### src/hw/rtl/pab_pkg.sv
package pab_pkg;

	// Operation of the shared arithmetic unit
	typedef enum logic {
		ALU_MIX  = 1'b0,
		ALU_DIST = 1'b1
	} alu_op_t;

	// Request codes
	typedef enum logic [1:0] {
		REQ_PAL_WR = 2'd0,
		REQ_PIX_WR = 2'd1,
		REQ_PIX_RD = 2'd2,
		REQ_BLEND  = 2'd3
	} req_t;

	// Configuration register indexes
	localparam logic [1:0] CFG_WIDTH  = 2'd0;
	localparam logic [1:0] CFG_HEIGHT = 2'd1;
	localparam logic [1:0] CFG_PITCH  = 2'd2;

	// Squared RGB distance: at most 3*255*255, fits 18 bits
	localparam int DIST_W = 18;

endpackage

### src/hw/rtl/pab_alu.sv
module pab_alu (
	input  logic                         clk,
	input  pab_pkg::alu_op_t             op,
	input  logic [7:0]                   alpha,
	input  logic [7:0]                   src_c,
	input  logic [7:0]                   tgt_c,
	input  logic [23:0]                  pal_rgb,
	input  logic [23:0]                  mix_rgb,
	output logic [pab_pkg::DIST_W-1:0]   res_q
);
	import pab_pkg::*;

	logic [15:0] mix_sum;
	logic [16:0] div_t;
	logic [8:0]  dr, dg, db;
	logic [17:0] sq_r, sq_g, sq_b;
	logic [DIST_W-1:0] dist_sum;

	// Mix one channel, then divide by 255: (v + 1 + v/256) / 256 is exact for every v up to 255*255
	assign mix_sum = 16'(src_c * (8'd255 - alpha)) + 16'(tgt_c * alpha);
	assign div_t   = {1'b0, mix_sum} + 17'd1 + {9'd0, mix_sum[15:8]};

	// Squared distance between mixed color and one palette entry
	assign dr   = {1'b0, mix_rgb[23:16]} - {1'b0, pal_rgb[23:16]};
	assign dg   = {1'b0, mix_rgb[15:8]}  - {1'b0, pal_rgb[15:8]};
	assign db   = {1'b0, mix_rgb[7:0]}   - {1'b0, pal_rgb[7:0]};
	assign sq_r = 18'($signed(dr) * $signed(dr));
	assign sq_g = 18'($signed(dg) * $signed(dg));
	assign sq_b = 18'($signed(db) * $signed(db));
	assign dist_sum = sq_r + sq_g + sq_b;

	// Register the selected result
	always_ff @(posedge clk) begin
		case (op)
			ALU_MIX:  res_q <= DIST_W'(div_t[15:8]);
			ALU_DIST: res_q <= dist_sum;
			default:  res_q <= dist_sum;
		endcase
	end

endmodule

### config.mk
export PLATFORM = sky130hd
export DESIGN_NAME = pab_alu
export DESIGN_NICKNAME = d
export VERILOG_FILES = /design/src/hw/rtl/pab_pkg.sv /design/src/hw/rtl/pab_alu.sv
export SDC_FILE = /design/constraint.sdc
export NUM_CORES = 1
export LEC_CHECK = 0
export BUFFER_PORTS_ARGS = -buffer_cell sky130_fd_sc_hd__buf_4
export CORE_MARGIN = 4
export CORE_UTILIZATION = 37
export DETAILED_ROUTE_END_ITERATION = 7
export GPL_TIMING_DRIVEN = 0
export HOLD_SLACK_MARGIN = 0.08
export MAX_ROUTING_LAYER = met4
export PLACE_DENSITY = 0.6
export SYNTH_ARGS = -nofsm -noshare
export SYNTH_HDL_FRONTEND = slang
export SYNTH_SLANG_ARGS = --single-unit
### constraint.sdc
create_clock -name clk -period 8.7 [get_ports clk]
set_input_delay 0.435 -clock clk [delete_from_list [all_inputs] [get_ports clk]]
set_output_delay 0.435 -clock clk [all_outputs]
set_load 0.02 [all_outputs]
# [Yosys cells after proc, flatten, opt, wreduce, memory -nomap -nowiden]
# Index checks and enable logic that the tools add are counted.
[word_totals] output_inout_bits=18 elab_cells=17 register_bits=18
[classes] bitwise_logic=1 mul=5 addsub=9 muxes=1
[ops] operator="9-bit by 9-bit multiplier with 18-bit output" n=3
[ops] operator="18-bit adder" n=2
[ops] operator="18-bit case mux with 2 select lines" n=1
[ops] operator="8-bit by 8-bit subtractor with 9-bit output" n=3
[ops] operator="16-bit by 1-bit adder with 16-bit output, second input constant" n=1
[ops] operator="16-bit adder" n=1
[ops] operator="16-bit by 8-bit adder with 16-bit output" n=1
[ops] operator="8-bit by 8-bit multiplier with 16-bit output" n=1
[ops] operator="9-bit by 9-bit multiplier with 16-bit output" n=1
[ops] operator="8-bit by 8-bit subtractor with 9-bit output, first input constant" n=1
[ops] operator="1-bit NOT" n=1

# [Depth between registers and ports, before layout]
# Gate-level depths: netlist of run 1.
[depth] ltp_word=6 mapped_depth=34 mapped_depth_nobuf=33

# [Least setup slack after synthesis of run 1]
# Ideal clock, no wire load.
[synth_timing] kind="input to register" startpoint="input mix_rgb[8]" endpoint="register res_q[17] (netlist bit)" path_buffers=0 path_slack_ps=456 stages=31 arrival_time_ps=8129 path_cell_list="inv_1 > ha_1 > inv_1 > fa_1 > a21o_1 > a21oi_1 > o21ai_0 > or2_2 > xor2_1 > inv_1 > nor2_1 > inv_1 > fa_1 > inv_1 > fa_1 > inv_1 > fa_1 > inv_1 > fa_1 > fa_1 > fa_1 > fa_1 > ha_1 > ha_1 > o21a_1 > a2111oi_1 > o31ai_1 > o41ai_1 > o21ai_1 > xnor2_1 > and2_1"
[synth_between] elab_chain_len=5
[synth_lines] element="from (decl)" line="pab_alu.sv:8" rtl="input logic [23:0] mix_rgb,"
[synth_lines] element="8-bit by 8-bit subtractor with 9-bit output" line="pab_alu.sv:25" rtl="assign dg = {1'b0, mix_rgb[15:8]} - {1'b0, pal_rgb[15:8]};"
[synth_lines] element="9-bit by 9-bit multiplier with 18-bit output" line="pab_alu.sv:28" rtl="assign sq_g = 18'($signed(dg) * $signed(dg));"
[synth_lines] element="18-bit adder (2 in series)" line="pab_alu.sv:30" rtl="assign dist_sum = sq_r + sq_g + sq_b;"
[synth_lines] element="18-bit case mux with 2 select lines" line="pab_alu.sv:34" rtl="case (op)"
[synth_lines] element="to (signal assigned)" line="pab_alu.sv:35" rtl="ALU_MIX: res_q <= DIST_W'(div_t[15:8]);"
[synth_lines] element="to (signal assigned)" line="pab_alu.sv:36" rtl="ALU_DIST: res_q <= dist_sum;"
[synth_lines] element="to (signal assigned)" line="pab_alu.sv:37" rtl="default: res_q <= dist_sum;"
[synth_lines] element="to (decl)" line="pab_alu.sv:9" rtl="output logic [pab_pkg::DIST_W-1:0] res_q"
# No other way between the ends.

# [Final worst setup path of run 1]
[layout_timing] startpoint="input mix_rgb[16]" endpoint="register res_q[17] (netlist bit)"
[layout_between] elab_chain_len=5
[layout_lines] element="8-bit by 8-bit subtractor with 9-bit output" line="pab_alu.sv:24" rtl="assign dr = {1'b0, mix_rgb[23:16]} - {1'b0, pal_rgb[23:16]};"
[layout_lines] element="9-bit by 9-bit multiplier with 18-bit output" line="pab_alu.sv:27" rtl="assign sq_r = 18'($signed(dr) * $signed(dr));"
[layout_lines] element="18-bit adder (2 in series)" line="pab_alu.sv:30"
[layout_lines] element="18-bit case mux with 2 select lines" line="pab_alu.sv:34"
# No other way between the ends.

==> out/metrics.cfg, run 1 <==
[outcome]
status=finished, final reports clean

[finish]
drive_gt1_share_pct=8.78
top_regs=res_q (18)
largest_register_ffs=18
nets=2298
area_growth_pct=11.0
antenna_cells=0
final_cells=2226
largest-register=res_q

[synth]
ys_ff_latch=18
avgSynthCellArea_sq_um=9.11
yosys.area_share.adder_pct=60.6
synth-seq-area-share_pct=2.46
synth.area.top_cells=fa_1, ha_1, inv_1
synth_compound_area_share_pct=5.75
synth_edf_count=0
synth_top_area_share_pct=44.4
synth.net_count=2197
synth-simple-area-share_pct=14.0
synth_cells=1608
synth_cell_type_count=69
async_reset_ff_share_pct=0
synth_xor_area_share_pct=4.65
yosysWarnings=0
synth_top_family_by_area=adder cells
syn_area_sq_um=14700
ys_dominant_reg_cell=dfxtp_1
synth.area.mux_share_pct=0.282
yosys.area.top_type=fa_1

[setup_path]
worstSetupPathType=in -> reg
cp_common_cell=fa_1
cp_slowest_cell=fa_1
end_kind=register
cp_top_family=adder cells
path_buf_inv=7
slowest_delay_ps=550
arrival_ps=8580
required_ps=8840
path_max_fanout=10
critPathLaunchType=input pin

[floorplanning]
initial_core_util_pct=37.6
dieArea_sq_um=42800
die_y_um=207
num_rows=72
die_x_um=207
io_pins=92
core-area_sq_um=38900

[global_route]
grt_usage_pct=16.0
grt.busiest_layer=met2
grtUsageMet3_pct=1.83
grt_max_degree=11
met1_usage_pct=22.5
grt.overflow.total=0
grt_pass1_wl_um=54100
antenna_found_initial=0
grt_pass1_vias=11000
grt_use_met2_pct=26.3

[place]
dp_cells=2217
dp_hpwl_um=29100
gp_congestion=0.888
io_buffers=91
pre_cts_ws_ps=-837

[timing]
setup_viol=0
max_slew_margin_pct=26.0
hold_viol_final=0
timing.final.crit_share_pct=97.0
fin_crit_ps=8440
tightestPinTransition_ps=1100
setup_ws_ps=260
timing.final.max_slew_violations=0
fmax_ghz=0.118

[clocking]
clk_pin_slew_ps=50
cts_buffers=3
cts_tree=yes
cts.htree.levels=1
clock-sinks=18
clockRootBuffer=clkbuf_16
clk_path_buf_depth=2

[worst_hold_path]
min_path_type=in -> reg

[detailed_routing]
post_drt_wl_per_cell_um=14.3
ant_nets=0
drt_iter0_markers=525
wl_um=31900
dr_total_vias=10500
viasPerCell=4.70
post-route-drc-count=0
drt_first_pass_iters=5

[job]
cap_viol_max_count=0

[metal layers]
layer / vias to the layer above / routed length [um]
met5: - / 0
li1: 5018 / -
met4: 0 / 240
met2: 189 / 15300
met1: 5255 / 14900
met3: 11 / 1470
[layout make-up]
class                      count  area [sq um]
fill                        3914         22700
multi-input combinational   1118         12700
timing repair buffer          96           721
sequential                    18           360
inverter                     448          1690
buffer                        24           108
tap                          518           648
clock buffer                   4          88.8
[path summary, 6_finish.rpt]
| kind | from | endpoint | slack, ps | cells past startpoint |
|---|---|---|---|---|
| worst max-delay path | mix_rgb[16] | res_q[17] | 260 | 32 |
| worst min-delay path | op | res_q[7] | 640 | 3 |
[cell usage after synthesis (all sizes together), types with 11 or more instances]
cell type,number
inv,443
fa,325
ha,190
nand2,92
nor2,87
xnor2,64
and2,61
nand2b,54
a21oi,35
nor2b,31
o21ai,23
nand3,21
clkbuf,20
dfxtp,18
nor3,17
xor2,12
and3,11
[cells in the final DEF (no fill, tap or decap), drive strengths merged, types with 3 or more instances in the layout]
master,count
or3,8
o21bai,4
nor3,17
nor3b,4
nand2b,54
nand2,92
dfxtp,18
xor2,12
a211o,4
buf,100
clkbuf,24
inv,444
mux2i,3
nand3,21
a31oi,6
a2111oi,5
ha,190
nor2b,31
o21a,5
clkinv,3
o31ai,4
o21ai,23
and3,11
or2,5
o41ai,3
a211oi,3
nor2,87
a21o,10
fa,325
xnor2,64
and2,61
a21oi,35
[worst min-delay path, stage by stage]
cell	delay [ps]
buf_4	90
buf_2	220
o31ai_2	100
[per-stage QoR]
stage               instance area (sq um)  hold slack [ps]  setup TNS, ps  util [%]
finish                              16300              643              0      41.8
CTS                                 16100              650              0      41.4
global route                        16300              691          -93.3      41.8
detailed placement                  16000              851          -3520      41.1
floorplan                           14700              721              0         -
global placement                    16000              850          -2970      41.1
[cells by family (layout without fill, tap and decap cells)]
family	after synthesis	after routing
AO/OA/AOI/OAI	119	119
XOR/XNOR	76	76
flip-flops	18	18
AND/OR/NAND/NOR	403	403
other	1	1
buffers and inverters	472	572
adder cells (fa/ha/maj)	515	515
multiplexers	4	4
[repair_timing]
| action | 4_1_cts | 5_1_grt |
|---|---|---|
| endpoints found under the setup margin | 6 | 6 |
| resized for setup | 9 | 29 |
| pin swaps | 0 | 6 |
| hold buffers | 0 | 0 |
| setup buffers | 0 | 5 |
Power of run 1 is left out: the tool's default activity adds up to more than one toggle a clock period on the data nets, which glitch-free logic cannot reach.
==> inputs of run 2 (changes only) <==
--- a/config.mk
+++ b/config.mk
@@ -6,7 +6,7 @@
 export NUM_CORES = 1
 export LEC_CHECK = 0
 export BUFFER_PORTS_ARGS = -buffer_cell sky130_fd_sc_hd__buf_4
-export CORE_MARGIN = 4
+export CORE_MARGIN = 10
 export CORE_UTILIZATION = 37
 export DETAILED_ROUTE_END_ITERATION = 7
 export GPL_TIMING_DRIVEN = 0
==> run 2 against run 1 <==
Against the previous run: via count decreased by 0.53%; critical path depth unchanged; clock-buffer cell count unchanged; sequential share of layout area about the same; critical endpoint unchanged.
==> out/metrics.cfg, run 2 (synthesis gave the netlist of run 1 again) <==
[global_route]
grt_use_met2_pct=23.9  ; was 26.3%
grt_pass1_vias=11100  ; was 11000
met1_usage_pct=19.5  ; was 22.5%
grtUsageMet3_pct=1.50  ; was 1.83%
grt.busiest_layer=met2  ; unchanged
grt_pass1_wl_um=55000  ; was 54100 um
grt_usage_pct=14.4  ; was 16.0%
grt_max_degree=11  ; unchanged
grt.overflow.total=0  ; unchanged
antenna_found_initial=0  ; unchanged

[detailed_routing]
post-route-drc-count=0  ; unchanged
dr_total_vias=10400  ; was 10500
viasPerCell=4.68  ; was 4.70
ant_nets=0  ; unchanged
drt_first_pass_iters=5  ; unchanged
drt_iter0_markers=489  ; was 525
post_drt_wl_per_cell_um=14.7  ; was 14.3 um
wl_um=32600  ; was 31900 um

[place]
io_buffers=91  ; unchanged
gp_congestion=0.910  ; was 0.888
dp_hpwl_um=29800  ; was 29100 um
pre_cts_ws_ps=-898  ; was -837 ps

[finish]
antenna_cells=0  ; unchanged
top_regs=res_q (18)  ; unchanged
num-fill-cells=3931  ; was 3914
area_growth_pct=11.1  ; was 11.0%
largest-register=res_q  ; unchanged
nets=2300  ; was 2298
largest_register_ffs=18  ; unchanged
layout_common_cells=inv_1, fa_1, ha_1  ; unchanged
drive_gt1_share_pct=9.06  ; was 8.78%
mostFrequentLayoutCell=inv_1  ; unchanged

[setup_path]
required_ps=8850  ; was 8840 ps
critPathLaunchType=input pin  ; unchanged
arrival_ps=8380  ; was 8580 ps
cp_slowest_cell=fa_1  ; unchanged
end_kind=register  ; unchanged
cp_common_cell=fa_1  ; unchanged
path_max_fanout=4  ; was 10
worstSetupPathType=in -> reg  ; unchanged
slowest_delay_ps=520  ; was 550 ps

[job]
cap_viol_max_count=0  ; unchanged

[floorplanning]
die_y_um=219  ; was 207 um
core-area_sq_um=38900  ; unchanged
num_rows=72  ; unchanged
initial_core_util_pct=37.6  ; unchanged
die_x_um=219  ; was 207 um
io_pins=92  ; unchanged
dieArea_sq_um=48000  ; was 42800 sq um

[timing]
setup_ws_ps=473  ; was 260 ps
tightestPinTransition_ps=1170  ; was 1100 ps
tns_ps=0  ; unchanged
fin_crit_ps=8230  ; was 8440 ps
max_slew_margin_pct=21.6  ; was 26.0%
timing.final.crit_share_pct=94.6  ; was 97.0%
hold_viol_final=0  ; unchanged
fmax_ghz=0.122  ; was 0.118 GHz
setup_viol=0  ; unchanged
timing.final.max_slew_violations=0  ; unchanged

[outcome]
status=finished, final reports clean  ; unchanged

[clocking]
cts_buffers=3  ; unchanged
cts.htree.levels=1  ; unchanged
clockRootBuffer=clkbuf_16  ; unchanged
cts_tree=yes  ; unchanged
clk_path_buf_depth=2  ; unchanged
clk_pin_slew_ps=60  ; was 50 ps
clock-sinks=18  ; unchanged

[worst_hold_path]
min_path_type=in -> reg  ; unchanged

## run 2: worst max-delay path: cells and delay by family
| kind | cells | cell delay, ps |
|---|---|---|
| and+or+nand+nor | 3 | 650 |
| AOI/OAI and AO/OA | 8 | 1800 |
| xor gates and xnor gates | 2 | 310 |
| adders and majority gates | 11 | 4600 |
| buffers and inverters | 8 | 600 |
## run 2: layout make-up
class                   count  area, sq um  area share (%)
repair buffers             99          743            4.57
well taps                 518          648            3.98
clock buffers               4         88.8           0.546
flip-flops and latches     18          360            2.21
inverters                 448         1690            10.4
plain buffers              23          104           0.638
multi-input cells        1118        12600            77.7
## run 2: layer usage
| layer | vias to the layer above | wire length (um) |
|---|---|---|
| li1 | 5017 | - |
| met1 | 5195 | 15200 |
| met2 | 194 | 16000 |
| met3 | 12 | 1370 |
| met4 | 0 | 154 |
| met5 | - | 0 |
## run 2: worst paths after layout
| kind | cells past startpoint | from | slack [ps] | end |
|---|---|---|---|---|
| setup / recovery | 32 | mix_rgb[8] | 470 | res_q[17] |
| hold / removal | 4 | op | 660 | res_q[6] |
## run 2: timing repair
item                       4_1_cts  5_1_grt
pin swaps                        0        5
hold buffers                     0        0
gates cloned                     0        0
setup endpoints to repair        6        6
buffers inserted                 0        8
gates resized for setup          9       34
## run 2: stage by stage
stage / hold slack, ps / utilization (%) / instance area, sq um / std cells
5_1_grt: 694 / 41.8 / 16300 / 2228
6_report: 660 / 41.8 / 16300 / 2228
2_1_floorplan: 721 / - / 14700 / 1608
3_5_place_dp: 850 / 41.1 / 16000 / 2217
4_1_cts: 660 / 41.4 / 16100 / 2221
3_3_place_gp: 851 / 41.1 / 16000 / 2217
Power of run 2 is left out for the same reason.
